## config.mk

```make
export PLATFORM = sky130hd
export DESIGN_NAME = polled_meter_request_engine
export DESIGN_NICKNAME = d
export VERILOG_FILES = /design/src/sv/pmre_pkg.sv /design/src/sv/pmre_front.sv /design/src/sv/pmre_fifo.sv /design/src/sv/pmre_back.sv /design/src/sv/polled_meter_request_engine.sv
export VERILOG_INCLUDE_DIRS = /design/src /design/src/sv
export SDC_FILE = /design/constraint.sdc
export NUM_CORES = 1
export LEC_CHECK = 0
export ABC_CLOCK_PERIOD_IN_PS = 9600
export BUFFER_PORTS_ARGS = -buffer_cell sky130_fd_sc_hd__buf_2
export CAP_MARGIN = 25
export CORE_ASPECT_RATIO = 2
export CORE_MARGIN = 2
export CORE_UTILIZATION = 65
export CTS_BUF_LIST = sky130_fd_sc_hd__clkbuf_4 sky130_fd_sc_hd__clkbuf_8 sky130_fd_sc_hd__clkbuf_16
export DETAILED_ROUTE_END_ITERATION = 10
export PLACE_DENSITY = 0.84
export RECOVER_POWER = 25
export SYNTH_ARGS = -nofsm -noshare
export SYNTH_HDL_FRONTEND = slang
export SYNTH_SLANG_ARGS = --single-unit
```

## constraint.sdc

```tcl
create_clock -name clk_i -period 9.6 [get_ports clk_i]
set_clock_uncertainty 0.2 [all_clocks]
set_input_delay 1.92 -clock clk_i [delete_from_list [all_inputs] [get_ports clk_i]]
set_output_delay 1.92 -clock clk_i [all_outputs]
set_load 0.02 [all_outputs]
```

## src/sv/polled_meter_request_engine_assert.svh

```systemverilog
// Assertion macros used by the request engine back end.
`ifndef POLLED_METER_REQUEST_ENGINE_ASSERT_SVH
`define POLLED_METER_REQUEST_ENGINE_ASSERT_SVH

// Same-cycle implication, checked outside reset.
`define PMRE_ASSERT_NOW(lbl, ante, cons, msg) \
  lbl: assert property (@(posedge clk_i) disable iff (!rst_ni) (ante) |-> (cons)) \
    else $error(msg);

// Next-cycle implication, checked outside reset.
`define PMRE_ASSERT_NEXT(lbl, ante, cons, msg) \
  lbl: assert property (@(posedge clk_i) disable iff (!rst_ni) (ante) |=> (cons)) \
    else $error(msg);

`endif

```

## src/sv/pmre_pkg.sv

```systemverilog
// Types and constants of the polled meter request engine.
`timescale 1ns / 1ps
package pmre_pkg;

  localparam int REQUEST_COUNT  = 5;
  localparam int FRAME_COUNT    = 5;
  localparam int TIMEOUT_PASSES = 20;
  localparam int FRAME_BYTES    = 6;
  localparam int RX_LEN         = 7;
  localparam int QUEUE_DEPTH    = 2;
  localparam int QPTR_W         = (QUEUE_DEPTH > 1) ? $clog2(QUEUE_DEPTH) : 1;
  localparam int QCNT_W         = $clog2(QUEUE_DEPTH + 1);

  localparam int IDX_W   = 3;
  localparam int CFG_W   = 48;
  localparam int TO_W    = 5;
  localparam int CNT_W   = 3;
  localparam int HUND_W  = 31;

  localparam logic [REQUEST_COUNT-1:0] REQ_MASK = '1;

  // register indexes
  localparam logic [IDX_W-1:0] CFG_INT_MASK = 3'd5;
  localparam logic [IDX_W-1:0] CFG_INTERVAL = 3'd6;

  localparam logic [31:0] INTERVAL_RESET = 32'd1000;

  typedef enum logic [1:0] {
    EV_NONE    = 2'd0,
    EV_TIMEOUT = 2'd1,
    EV_CKSUM   = 2'd2,
    EV_READING = 2'd3
  } event_e;

  typedef struct packed {
    logic        command;
    logic [31:0] now_ms;
    logic [7:0]  rx_byte;
  } in_word_t;

  typedef struct packed {
    logic              tx_valid;
    logic [7:0]        tx_byte;
    event_e            event_res;
    logic [IDX_W-1:0]  reading_index;
    logic [HUND_W-1:0] reading_hundredths;
    logic              initialized;
    logic              last;
  } out_word_t;

  // one loop pass, as handed from front to back
  typedef struct packed {
    logic              has_tx;
    logic [CFG_W-1:0]  frame;
    logic [IDX_W-1:0]  tx_idx;
    event_e            ev;
    logic [IDX_W-1:0]  ev_idx;
    logic [HUND_W-1:0] hund;
    logic              init;
  } job_t;

  typedef struct packed {
    logic push;
    logic full;
  } q_wr_t;

  typedef struct packed {
    logic pop;
    logic empty;
  } q_rd_t;

endpackage

```

## src/sv/pmre_front.sv

```systemverilog
// Front end: accepts words, schedules requests, tracks replies, queues passes.
`timescale 1ns / 1ps
module pmre_front (
  input  logic                     clk_i,
  input  logic                     rst_ni,
  input  logic                     in_valid_i,
  output logic                     in_stall_o,
  input  pmre_pkg::in_word_t       in_data_i,
  input  logic                     cfg_we_i,
  input  logic [pmre_pkg::IDX_W-1:0] cfg_idx_i,
  input  logic [pmre_pkg::CFG_W-1:0] cfg_data_i,
  input  logic                     q_full_i,
  output logic                     q_push_o,
  output pmre_pkg::job_t           q_job_o
);
  import pmre_pkg::*;

  logic [CFG_W-1:0]         frame_q [FRAME_COUNT];
  logic [FRAME_COUNT-1:0]   int_mask_q;
  logic [31:0]              interval_q;

  logic [REQUEST_COUNT-1:0] pend_q, pend_d;
  logic                     busy_q, busy_d;
  logic [IDX_W-1:0]         bidx_q, bidx_d;
  logic [TO_W-1:0]          tc_q, tc_d;
  logic [31:0]              last_poll_q, last_poll_d;
  logic                     due_q, due_d;
  logic [REQUEST_COUNT-1:0] valid_q, valid_d;
  logic [CNT_W-1:0]         rx_cnt_q, rx_cnt_d;
  logic [7:0]               rx_sum_q, rx_sum_d;
  logic [7:0]               rx_buf_q [RX_LEN];

  logic accept_s, rx_wr_s;
  job_t job_s;

  assign in_stall_o = q_full_i;
  assign accept_s   = in_valid_i && !in_stall_o;
  assign rx_wr_s    = accept_s && in_data_i.command && (rx_cnt_q < CNT_W'(RX_LEN));

  always_comb begin
    logic [REQUEST_COUNT-1:0] pend_s;
    logic [IDX_W-1:0]         sel_s;
    logic                     send_s;
    logic                     busy_s;
    logic [CNT_W-1:0]         rc_s;
    logic [TO_W-1:0]          tc_s;
    logic [31:0]              elapsed_s;
    logic                     int_fmt_s;
    logic [23:0]              op_s;
    logic [7:0]               add_s;
    logic [HUND_W-1:0]        prod_s;

    pend_d      = pend_q;
    busy_d      = busy_q;
    bidx_d      = bidx_q;
    tc_d        = tc_q;
    last_poll_d = last_poll_q;
    due_d       = due_q;
    valid_d     = valid_q;
    rx_cnt_d    = rx_cnt_q;
    rx_sum_d    = rx_sum_q;

    pend_s    = pend_q;
    sel_s     = '0;
    send_s    = 1'b0;
    busy_s    = busy_q;
    rc_s      = rx_cnt_q;
    tc_s      = tc_q;
    elapsed_s = in_data_i.now_ms - last_poll_q;
    int_fmt_s = 1'b0;

    for (int i = 0; i < FRAME_COUNT; i++) begin
      if (bidx_q == IDX_W'(i)) int_fmt_s = int_mask_q[i];
    end
    op_s   = int_fmt_s ? {rx_buf_q[1], rx_buf_q[2], rx_buf_q[3]}
                       : {8'h00, rx_buf_q[1], rx_buf_q[2]};
    add_s  = int_fmt_s ? 8'h00 : rx_buf_q[3];
    prod_s = HUND_W'({7'd0, op_s} * 31'd100) + HUND_W'(add_s);

    job_s        = '0;
    job_s.ev     = EV_NONE;

    if (rx_wr_s) begin
      rx_cnt_d = rx_cnt_q + CNT_W'(1);
      // running sum over the first six bytes; a flush leaves the count at zero
      if (rx_cnt_q < CNT_W'(FRAME_BYTES)) begin
        rx_sum_d = ((rx_cnt_q == '0) ? 8'h00 : rx_sum_q) + in_data_i.rx_byte;
      end
    end

    if (accept_s && !in_data_i.command) begin
      // schedule
      if (valid_q[0]) begin
        if (due_q || (elapsed_s >= interval_q)) begin
          pend_s      = pend_s | (REQ_MASK & ~REQUEST_COUNT'(1));
          last_poll_d = in_data_i.now_ms;
          due_d       = 1'b0;
        end
      end else if (!(busy_q && bidx_q == '0)) begin
        pend_s[0] = 1'b1;
      end

      // send
      for (int i = REQUEST_COUNT - 1; i >= 0; i--) begin
        if (pend_s[i]) sel_s = IDX_W'(i);
      end
      if (!busy_q && (pend_s != '0)) begin
        send_s        = 1'b1;
        rc_s          = '0;
        busy_s        = 1'b1;
        bidx_d        = sel_s;
        pend_s[sel_s] = 1'b0;
        tc_s          = TO_W'(TIMEOUT_PASSES);
        job_s.has_tx  = 1'b1;
        job_s.tx_idx  = sel_s;
        for (int i = 0; i < FRAME_COUNT; i++) begin
          if (sel_s == IDX_W'(i)) job_s.frame = frame_q[i];
        end
      end

      // receive
      if (busy_s) begin
        if (rc_s < CNT_W'(RX_LEN)) begin
          tc_s = tc_s - TO_W'(1);
          if (tc_s == '0) begin
            busy_s       = 1'b0;
            job_s.ev     = EV_TIMEOUT;
            job_s.ev_idx = send_s ? sel_s : bidx_q;
          end
        end else begin
          busy_s       = 1'b0;
          rc_s         = '0;
          job_s.ev_idx = bidx_q;
          if (rx_sum_q != rx_buf_q[RX_LEN-1]) begin
            job_s.ev = EV_CKSUM;
          end else begin
            job_s.ev       = EV_READING;
            job_s.hund     = prod_s;
            valid_d[bidx_q[IDX_W-1:0]] = 1'b1;
          end
        end
      end

      pend_d   = pend_s;
      busy_d   = busy_s;
      tc_d     = tc_s;
      rx_cnt_d = rc_s;
    end

    job_s.init = valid_d[0];
  end

  assign q_push_o = accept_s && !in_data_i.command;
  assign q_job_o  = job_s;

  always_ff @(posedge clk_i or negedge rst_ni) begin
    if (!rst_ni) begin
      pend_q      <= '0;
      busy_q      <= 1'b0;
      bidx_q      <= '0;
      tc_q        <= '0;
      last_poll_q <= '0;
      due_q       <= 1'b1;
      valid_q     <= '0;
      rx_cnt_q    <= '0;
      rx_sum_q    <= '0;
      int_mask_q  <= '0;
      interval_q  <= INTERVAL_RESET;
      for (int i = 0; i < FRAME_COUNT; i++) frame_q[i] <= '0;
    end else begin
      pend_q      <= pend_d;
      busy_q      <= busy_d;
      bidx_q      <= bidx_d;
      tc_q        <= tc_d;
      last_poll_q <= last_poll_d;
      due_q       <= due_d;
      valid_q     <= valid_d;
      rx_cnt_q    <= rx_cnt_d;
      rx_sum_q    <= rx_sum_d;
      if (cfg_we_i) begin
        for (int i = 0; i < FRAME_COUNT; i++) begin
          if (cfg_idx_i == IDX_W'(i)) frame_q[i] <= cfg_data_i;
        end
        if (cfg_idx_i == CFG_INT_MASK) int_mask_q <= cfg_data_i[FRAME_COUNT-1:0];
        if (cfg_idx_i == CFG_INTERVAL) interval_q <= cfg_data_i[31:0];
      end
    end
  end

  always_ff @(posedge clk_i) begin
    if (rx_wr_s) rx_buf_q[rx_cnt_q] <= in_data_i.rx_byte;
  end

endmodule

```

## src/sv/pmre_fifo.sv

```systemverilog
// Short job queue between front and back.
`timescale 1ns / 1ps
module pmre_fifo (
  input  logic            clk_i,
  input  logic            rst_ni,
  input  pmre_pkg::q_wr_t wr_i,
  input  pmre_pkg::job_t  wr_job_i,
  output logic            full_o,
  input  logic            pop_i,
  output logic            empty_o,
  output pmre_pkg::job_t  rd_job_o
);
  import pmre_pkg::*;

  job_t              mem_q [QUEUE_DEPTH];
  logic [QPTR_W-1:0] wr_ptr_q, wr_ptr_d;
  logic [QPTR_W-1:0] rd_ptr_q, rd_ptr_d;
  logic [QCNT_W-1:0] cnt_q, cnt_d;
  logic              do_push_s, do_pop_s;

  assign full_o    = (cnt_q == QCNT_W'(QUEUE_DEPTH));
  assign empty_o   = (cnt_q == '0);
  assign do_push_s = wr_i.push && !wr_i.full;
  assign do_pop_s  = pop_i && !empty_o;
  assign rd_job_o  = mem_q[rd_ptr_q];

  always_comb begin
    wr_ptr_d = wr_ptr_q;
    rd_ptr_d = rd_ptr_q;
    cnt_d    = cnt_q;
    if (do_push_s) begin
      wr_ptr_d = (wr_ptr_q == QPTR_W'(QUEUE_DEPTH - 1)) ? '0 : wr_ptr_q + QPTR_W'(1);
    end
    if (do_pop_s) begin
      rd_ptr_d = (rd_ptr_q == QPTR_W'(QUEUE_DEPTH - 1)) ? '0 : rd_ptr_q + QPTR_W'(1);
    end
    case ({do_push_s, do_pop_s})
      2'b10:   cnt_d = cnt_q + QCNT_W'(1);
      2'b01:   cnt_d = cnt_q - QCNT_W'(1);
      default: cnt_d = cnt_q;
    endcase
  end

  always_ff @(posedge clk_i or negedge rst_ni) begin
    if (!rst_ni) begin
      wr_ptr_q <= '0;
      rd_ptr_q <= '0;
      cnt_q    <= '0;
    end else begin
      wr_ptr_q <= wr_ptr_d;
      rd_ptr_q <= rd_ptr_d;
      cnt_q    <= cnt_d;
    end
  end

  always_ff @(posedge clk_i) begin
    if (do_push_s) mem_q[wr_ptr_q] <= wr_job_i;
  end

endmodule

```

## src/sv/pmre_back.sv

```systemverilog
// Back end: expands queued passes into transmit words and a status word.
`timescale 1ns / 1ps
module pmre_back (
  input  logic                clk_i,
  input  logic                rst_ni,
  input  pmre_pkg::q_rd_t     q_i,
  input  pmre_pkg::job_t      job_i,
  output logic                pop_o,
  output logic                out_valid_o,
  input  logic                out_stall_i,
  output pmre_pkg::out_word_t out_data_o
);
  import pmre_pkg::*;

  logic [CNT_W-1:0] cnt_q, cnt_d;
  logic [7:0]       sum_q, sum_d;
  logic             out_valid_q, out_valid_d;
  out_word_t        out_q, out_d;
  logic             load_s;
  logic [7:0]       byte_s;

  assign load_s = !q_i.empty && (!out_valid_q || !out_stall_i);
  assign byte_s = 8'(job_i.frame >> (CFG_W - 8 - 8 * int'(cnt_q)));

  always_comb begin
    cnt_d       = cnt_q;
    sum_d       = sum_q;
    out_d       = out_q;
    out_valid_d = out_valid_q && out_stall_i;
    pop_o       = 1'b0;
    if (load_s) begin
      out_valid_d       = 1'b1;
      out_d             = '0;
      out_d.event_res   = EV_NONE;
      out_d.initialized = job_i.init;
      if (job_i.has_tx && cnt_q < CNT_W'(RX_LEN)) begin
        out_d.tx_valid      = 1'b1;
        out_d.reading_index = job_i.tx_idx;
        if (cnt_q < CNT_W'(FRAME_BYTES)) begin
          out_d.tx_byte = byte_s;
          sum_d         = ((cnt_q == '0) ? 8'h00 : sum_q) + byte_s;
        end else begin
          out_d.tx_byte = sum_q;   // checksum closes the frame
        end
        cnt_d = cnt_q + CNT_W'(1);
      end else begin
        out_d.event_res          = job_i.ev;
        out_d.reading_index      = job_i.ev_idx;
        out_d.reading_hundredths = job_i.hund;
        out_d.last               = 1'b1;
        cnt_d                    = '0;
        pop_o                    = 1'b1;
      end
    end
  end

  assign out_valid_o = out_valid_q;
  assign out_data_o  = out_q;

  always_ff @(posedge clk_i or negedge rst_ni) begin
    if (!rst_ni) begin
      cnt_q       <= '0;
      out_valid_q <= 1'b0;
    end else begin
      cnt_q       <= cnt_d;
      out_valid_q <= out_valid_d;
    end
  end

  always_ff @(posedge clk_i) begin
    sum_q <= sum_d;
    out_q <= out_d;
  end

`include "polled_meter_request_engine_assert.svh"

  `PMRE_ASSERT_NEXT(a_pop_restarts, pop_o, cnt_q == '0, "byte counter not cleared after pop")
  `PMRE_ASSERT_NOW(a_mid_frame_job, cnt_q != '0, !q_i.empty, "frame in progress without a job")
  `PMRE_ASSERT_NOW(a_cnt_range, 1'b1, cnt_q <= CNT_W'(RX_LEN), "byte counter out of range")
  `PMRE_ASSERT_NOW(a_pop_only_status, pop_o, out_d.last && !out_d.tx_valid, "pop on a tx word")
  `PMRE_ASSERT_NOW(a_pop_loopback, 1'b1, q_i.pop == pop_o, "queue pop differs from request")

endmodule

```

## src/sv/polled_meter_request_engine.sv

```systemverilog
// Polled meter request engine: accepts one word per cycle while the job queue has room.
// A loop pass is written into the job queue, then loaded into the back end output register.
// A pass that sends a request yields 8 words (7 transmit, 1 status), one per cycle while not stalled;
// other passes yield one status word; received bytes yield none.
// Sustained rate is set by the back end output register, one word per cycle while out_stall_i is low.
// Reset clears the control state at once but sets the poll-due flag; config registers take their reset values.
`timescale 1ns / 1ps
module polled_meter_request_engine (
  input  logic                       clk_i,
  input  logic                       rst_ni,
  input  logic                       in_valid_i,
  output logic                       in_stall_o,
  input  pmre_pkg::in_word_t         in_data_i,
  output logic                       out_valid_o,
  input  logic                       out_stall_i,
  output pmre_pkg::out_word_t        out_data_o,
  input  logic                       cfg_we_i,
  input  logic [pmre_pkg::IDX_W-1:0] cfg_idx_i,
  input  logic [pmre_pkg::CFG_W-1:0] cfg_data_i
);
  import pmre_pkg::*;

  job_t  push_job_s, pop_job_s;
  q_wr_t q_wr_s;
  q_rd_t q_rd_s;
  logic  push_s, full_s, empty_s, pop_s;

  assign q_wr_s.push  = push_s;
  assign q_wr_s.full  = full_s;
  assign q_rd_s.pop   = pop_s;
  assign q_rd_s.empty = empty_s;

  pmre_front u_front (
    .clk_i      (clk_i),
    .rst_ni     (rst_ni),
    .in_valid_i (in_valid_i),
    .in_stall_o (in_stall_o),
    .in_data_i  (in_data_i),
    .cfg_we_i   (cfg_we_i),
    .cfg_idx_i  (cfg_idx_i),
    .cfg_data_i (cfg_data_i),
    .q_full_i   (q_wr_s.full),
    .q_push_o   (push_s),
    .q_job_o    (push_job_s)
  );

  pmre_fifo u_fifo (
    .clk_i    (clk_i),
    .rst_ni   (rst_ni),
    .wr_i     (q_wr_s),
    .wr_job_i (push_job_s),
    .full_o   (full_s),
    .pop_i    (q_rd_s.pop),
    .empty_o  (empty_s),
    .rd_job_o (pop_job_s)
  );

  pmre_back u_back (
    .clk_i       (clk_i),
    .rst_ni      (rst_ni),
    .q_i         (q_rd_s),
    .job_i       (pop_job_s),
    .pop_o       (pop_s),
    .out_valid_o (out_valid_o),
    .out_stall_i (out_stall_i),
    .out_data_o  (out_data_o)
  );

endmodule

```

==> results.md <==
Route:
- The routed layout has 21500 vias.
- In the routed design, unresolved DRC markers number 0.
- The final antenna-violating net count is 0.
- Using the TritonRoute via totals, the vias-per-cell ratio works out to 6.37.
- The first-pass detailed-route iteration total is 6.
- Wires add up to 78.9 mm.
- After detailed routing, the average wire length per cell comes to 23.4 µm.
- In this run, the number of DRC markers left after iteration 0 of detailed routing was 1532.

Logic synthesis:
- The number of distinct standard cells referenced by the synthesized netlist is 75.
- The number of nets in the synthesized netlist is 2859.
- The number of enable flip-flop cells after synthesis is 265.
- Synthesis inferred 609 register bits.
- For this run, the register share of the synthesized area comes to 0.530.
- The cell area that synthesis handed to floorplanning was 0.0313 mm².
- The number of synthesis warnings is 0.
- In the synthesized netlist the dominant register cell turns out to be dfrtp_1.
- The fraction of registers with async set or reset after synthesis is 0.565.
- In the synthesized netlist, the number of instances is 2571.
- Dividing the synthesized area by the synthesized cell count gives 12.2 µm².

STA:
- The maximum clock frequency is 121 MHz.
- The transition time at the pin with the least slew margin is 5.05 ns.
- The final max-slew violation count is 437.
- The final number of setup-violating endpoints is 0.
- The post-route worst setup slack is 1.37 ns.
- The max-slew headroom at the worst pin is -2.37.
- For the finished layout, the period the worst path requires is 8.23 ns.
- The final number of hold-violating endpoints was 0.
- The final-layout setup total negative slack is 0 ns.
- Setup repair after global routing left no endpoint under its margin.
- The final critical-path share of the clock period is 0.857.

Critical path:
- The worst setup path is launched from an input pin.
- For flop-to-flop paths, the worst setup slack is 2.28 ns.
- The required time of the worst setup path is 9.77 ns.
- The critical path is of the input pin to register type.
- The destination of the worst register-to-register timing path is u_fifo.cnt_q[1]$_DFFE_PN0P_.
- STA classifies the critical path endpoint as a register.
- The arrival time at the worst endpoint is 8.40 ns.
- The start of the worst register-to-register path is u_fifo.rd_ptr_q$_DFFE_PN0P_.
- The slowest stage of the critical path is the o21a_2 cell.
- The most critical setup path has its startpoint at in_data_i[8].
- The biggest cell delay along the critical path is 0.53 ns.
- In this run the worst path has a maximum fanout of 27.
- The capture point of the critical path is u_fifo.mem_q[0][33]$_DFFE_PP_.
- The worst reg-to-reg path cell count is 9.

Floorplanning:
- The area of the core is 0.0475 mm².
- The die outline area is 0.0500 mm².
- Measured along the y axis, the die boundary spans 314 µm.
- The floorplan row count is 113.
- The chip width is 159 µm.
- The I/O pin count is 146.
- The effective utilization at floorplan is 0.659.

Placement:
- After legalization and detailed placement, the total HPWL measured 54.8 mm.
- The final weighted congestion of routability-driven global placement is 0.936.
- OpenSTA, run right after detailed placement, puts the worst setup slack at 0.875 ns.
- The instance count after placement with tap cells included is 3273.
- After detailed placement, the total cell area comes to 0.0327 mm².
- Port buffering added 145 buffers.

Cells and area:
- Once layout is done, the placed cells without fillers occupy 0.0344 mm².
- In the layout the commonest cells are dfrtp_1 (337), mux2_2 (318), edfxtp_1 (265).
- The final cell count without fillers is 3371.
- In the final layout, the share of cells above drive strength 1 is 0.231.
- The final net count is 2983.
- The most common library cell in the layout ignoring fill and taps is dfrtp_1.
- Relative to the synthesized area, the layout overhead comes to 9.99%.

CTS:
- The clock transition at the registers of the reported paths is 0.06 ns.
- In this run the clock root is driven by a clkbuf_16.
- The clock sink total is 609.
- After clock tree synthesis, the flow added hold-fix buffers numbering 0.
- The total of cells resized after clock tree synthesis is 0.
- The total setup buffers inserted after CTS is 0.
- Clock latency on the worst-skew pair, taken at its later pin, is 0.62 ns.
- TritonCTS built the clock tree.
- The number of levels in the clock H-tree is 2.
- The buffer levels on the longest clock path is 3.
- Buffers inserted during clock tree synthesis total 50.

Power and ir drop:
- The power per standard cell area is 382 mW/mm².
- Internal power comes to 7.34 mW.
- The fraction of power consumed by the clock network is 0.161.
- Of the total power, the share spent switching nets is 0.442.
- The leakage power is 14.7 nW.
- The fraction of power consumed by sequential logic is 0.283.
- The completed layout was analyzed and its total power is 13.2 mW.
- Of the total power, combinational logic draws 0.556.
- Summed over all nets, the switching power comes to 5.82 mW.
- The largest vdd supply drop is 0.271 mV.

Run status:
- The final reports fail on max-capacitance violations, max-slew violations.
- The run finished, with violations left.

Global routing:
- The largest net degree at the start of global routing is 184.
- The first global-routing pass estimated 123 mm of wire.
- The total overflow left after global routing is 0.
- The initial antenna violation count is 3.
- For this run, the total global-route usage over all layers was measured as 0.318.
- The number of global-route vias before repair is 22700.

Run:
- The number of violations of the max-capacitance limit is 8.

Min path:
- In this run the worst hold path is classified as register to register.
-- registers in the layout, summed over array words and instances (netlist names), 8 cells and up --
name and flops:
u_fifo.mem_q 178, u_front.frame_q 240, u_front.rx_buf_q 32, u_back.sum_q 8
u_front.interval_q 32, u_back.out_data_o 47, u_front.last_poll_q 32, u_front.rx_sum_q 8
-- layer usage --
layer	wire length, µm	GRT usage	vias to the layer above
met5	13	0	-
met4	6970	0.241	2
met3	3850	0.0406	324
met2	42600	0.602	893
met1	25400	0.312	10700
li1	-	-	9525
-- worst max-delay path: cells and delay by family --
kind	cells	cell delay [ns]
XOR/XNOR	2	0.30
AO/OA/AOI/OAI	13	3.28
AND/OR/NAND/NOR	10	1.50
adder cells (fa/ha/maj)	4	1.11
buffers and inverters	4	0.25
-- power by group through the flow --
stage	registers, mW	logic [mW]	clock network (mW)
floorplan	3.74	5.25	0
global placement	3.71	6.88	0
detailed placement	3.74	7.15	0
CTS	3.70	7.21	2.14
global route	3.77	7.99	2.25
finish	3.72	7.31	2.12
-- worst min-delay path by stage --
stage / from / to / cells after the start
after CTS: u_front.due_q$_DFFE_PN1P_ / u_front.due_q$_DFFE_PN1P_ / 1
after global routing: u_front.due_q$_DFFE_PN1P_ / u_front.due_q$_DFFE_PN1P_ / 1
final: u_front.due_q$_DFFE_PN1P_ / u_front.due_q$_DFFE_PN1P_ / 1
after global placement: u_front.last_poll_q[0]$_DFFE_PN0P_ / u_front.last_poll_q[0]$_DFFE_PN0P_ / 2
after floorplan: u_front.last_poll_q[0]$_DFFE_PN0P_ / u_front.last_poll_q[0]$_DFFE_PN0P_ / 2
after detailed placement: u_front.due_q$_DFFE_PN1P_ / u_front.due_q$_DFFE_PN1P_ / 1
-- per-stage QoR --
step,util,hold slack (ns)
6_report,0.724,0.298
5_1_grt,0.724,0.310
4_1_cts,0.725,0.298
3_5_place_dp,0.689,0.282
3_3_place_gp,0.689,0.273
2_1_floorplan,-,0.254
-- Yosys cell counts, types with 4 or more instances --
| master | instances | share of area |
|---|---|---|
| and3_1 | 31 | 0.0062 |
| mux2i_1 | 65 | 0.021 |
| buf_1 | 22 | 0.0026 |
| inv_1 | 197 | 0.024 |
| nand2_1 | 122 | 0.015 |
| a2111oi_0 | 24 | 0.0067 |
| nor2_1 | 214 | 0.026 |
| dfstp_2 | 7 | 0.0059 |
| o21ai_0 | 78 | 0.012 |
| o21bai_1 | 17 | 0.0041 |
| nor3b_1 | 6 | 0.0014 |
| nand3_1 | 30 | 0.0048 |
| o211ai_1 | 6 | 0.0014 |
| ha_1 | 168 | 0.067 |
| mux2_2 | 318 | 0.11 |
| mux4_2 | 27 | 0.019 |
| dfrtp_1 | 337 | 0.27 |
| or2_2 | 4 | 0.00080 |
| o21a_1 | 9 | 0.0022 |
| a22oi_1 | 31 | 0.0074 |
| a211oi_1 | 8 | 0.0019 |
| clkbuf_1 | 82 | 0.0098 |
| nand2b_1 | 17 | 0.0034 |
| buf_2 | 8 | 0.0013 |
| a21oi_1 | 105 | 0.017 |
| fa_1 | 23 | 0.015 |
| a221oi_1 | 28 | 0.0078 |
| nor2b_1 | 19 | 0.0038 |
| xor2_1 | 32 | 0.0090 |
| xnor2_1 | 67 | 0.019 |
| a31oi_1 | 9 | 0.0018 |
| nand4_1 | 12 | 0.0024 |
| o22ai_1 | 24 | 0.0048 |
| edfxtp_1 | 265 | 0.25 |
| a21o_1 | 31 | 0.0074 |
| nor4_1 | 8 | 0.0016 |
| and4_1 | 4 | 0.0011 |
| and2_1 | 24 | 0.0048 |
| nor3_1 | 31 | 0.0050 |
| or3_1 | 5 | 0.0010 |
| nand4b_1 | 4 | 0.0011 |
-- area by class of cell --
cell class / count / area [µm²]
Sequential cell: 609 / 16600
Multi-Input combinational cell: 1652 / 13600
Fill cell: 3234 / 13100
Clock buffer: 66 / 1420
Timing Repair Buffer: 185 / 1010
Tap cell: 632 / 791
Inverter: 197 / 739
Clock inverter: 28 / 289
Antenna cell: 2 / 5.00
-- cell families after synthesis --
logic type	share of synthesized area
buffers and inverters	0.0376
AO/OA/AOI/OAI	0.0871
AND/OR/NAND/NOR	0.0811
XOR/XNOR	0.0277
multiplexers	0.155
flip-flops	0.530
adder cells (fa/ha/maj)	0.0819
Power figures use the tool's default switching activity.
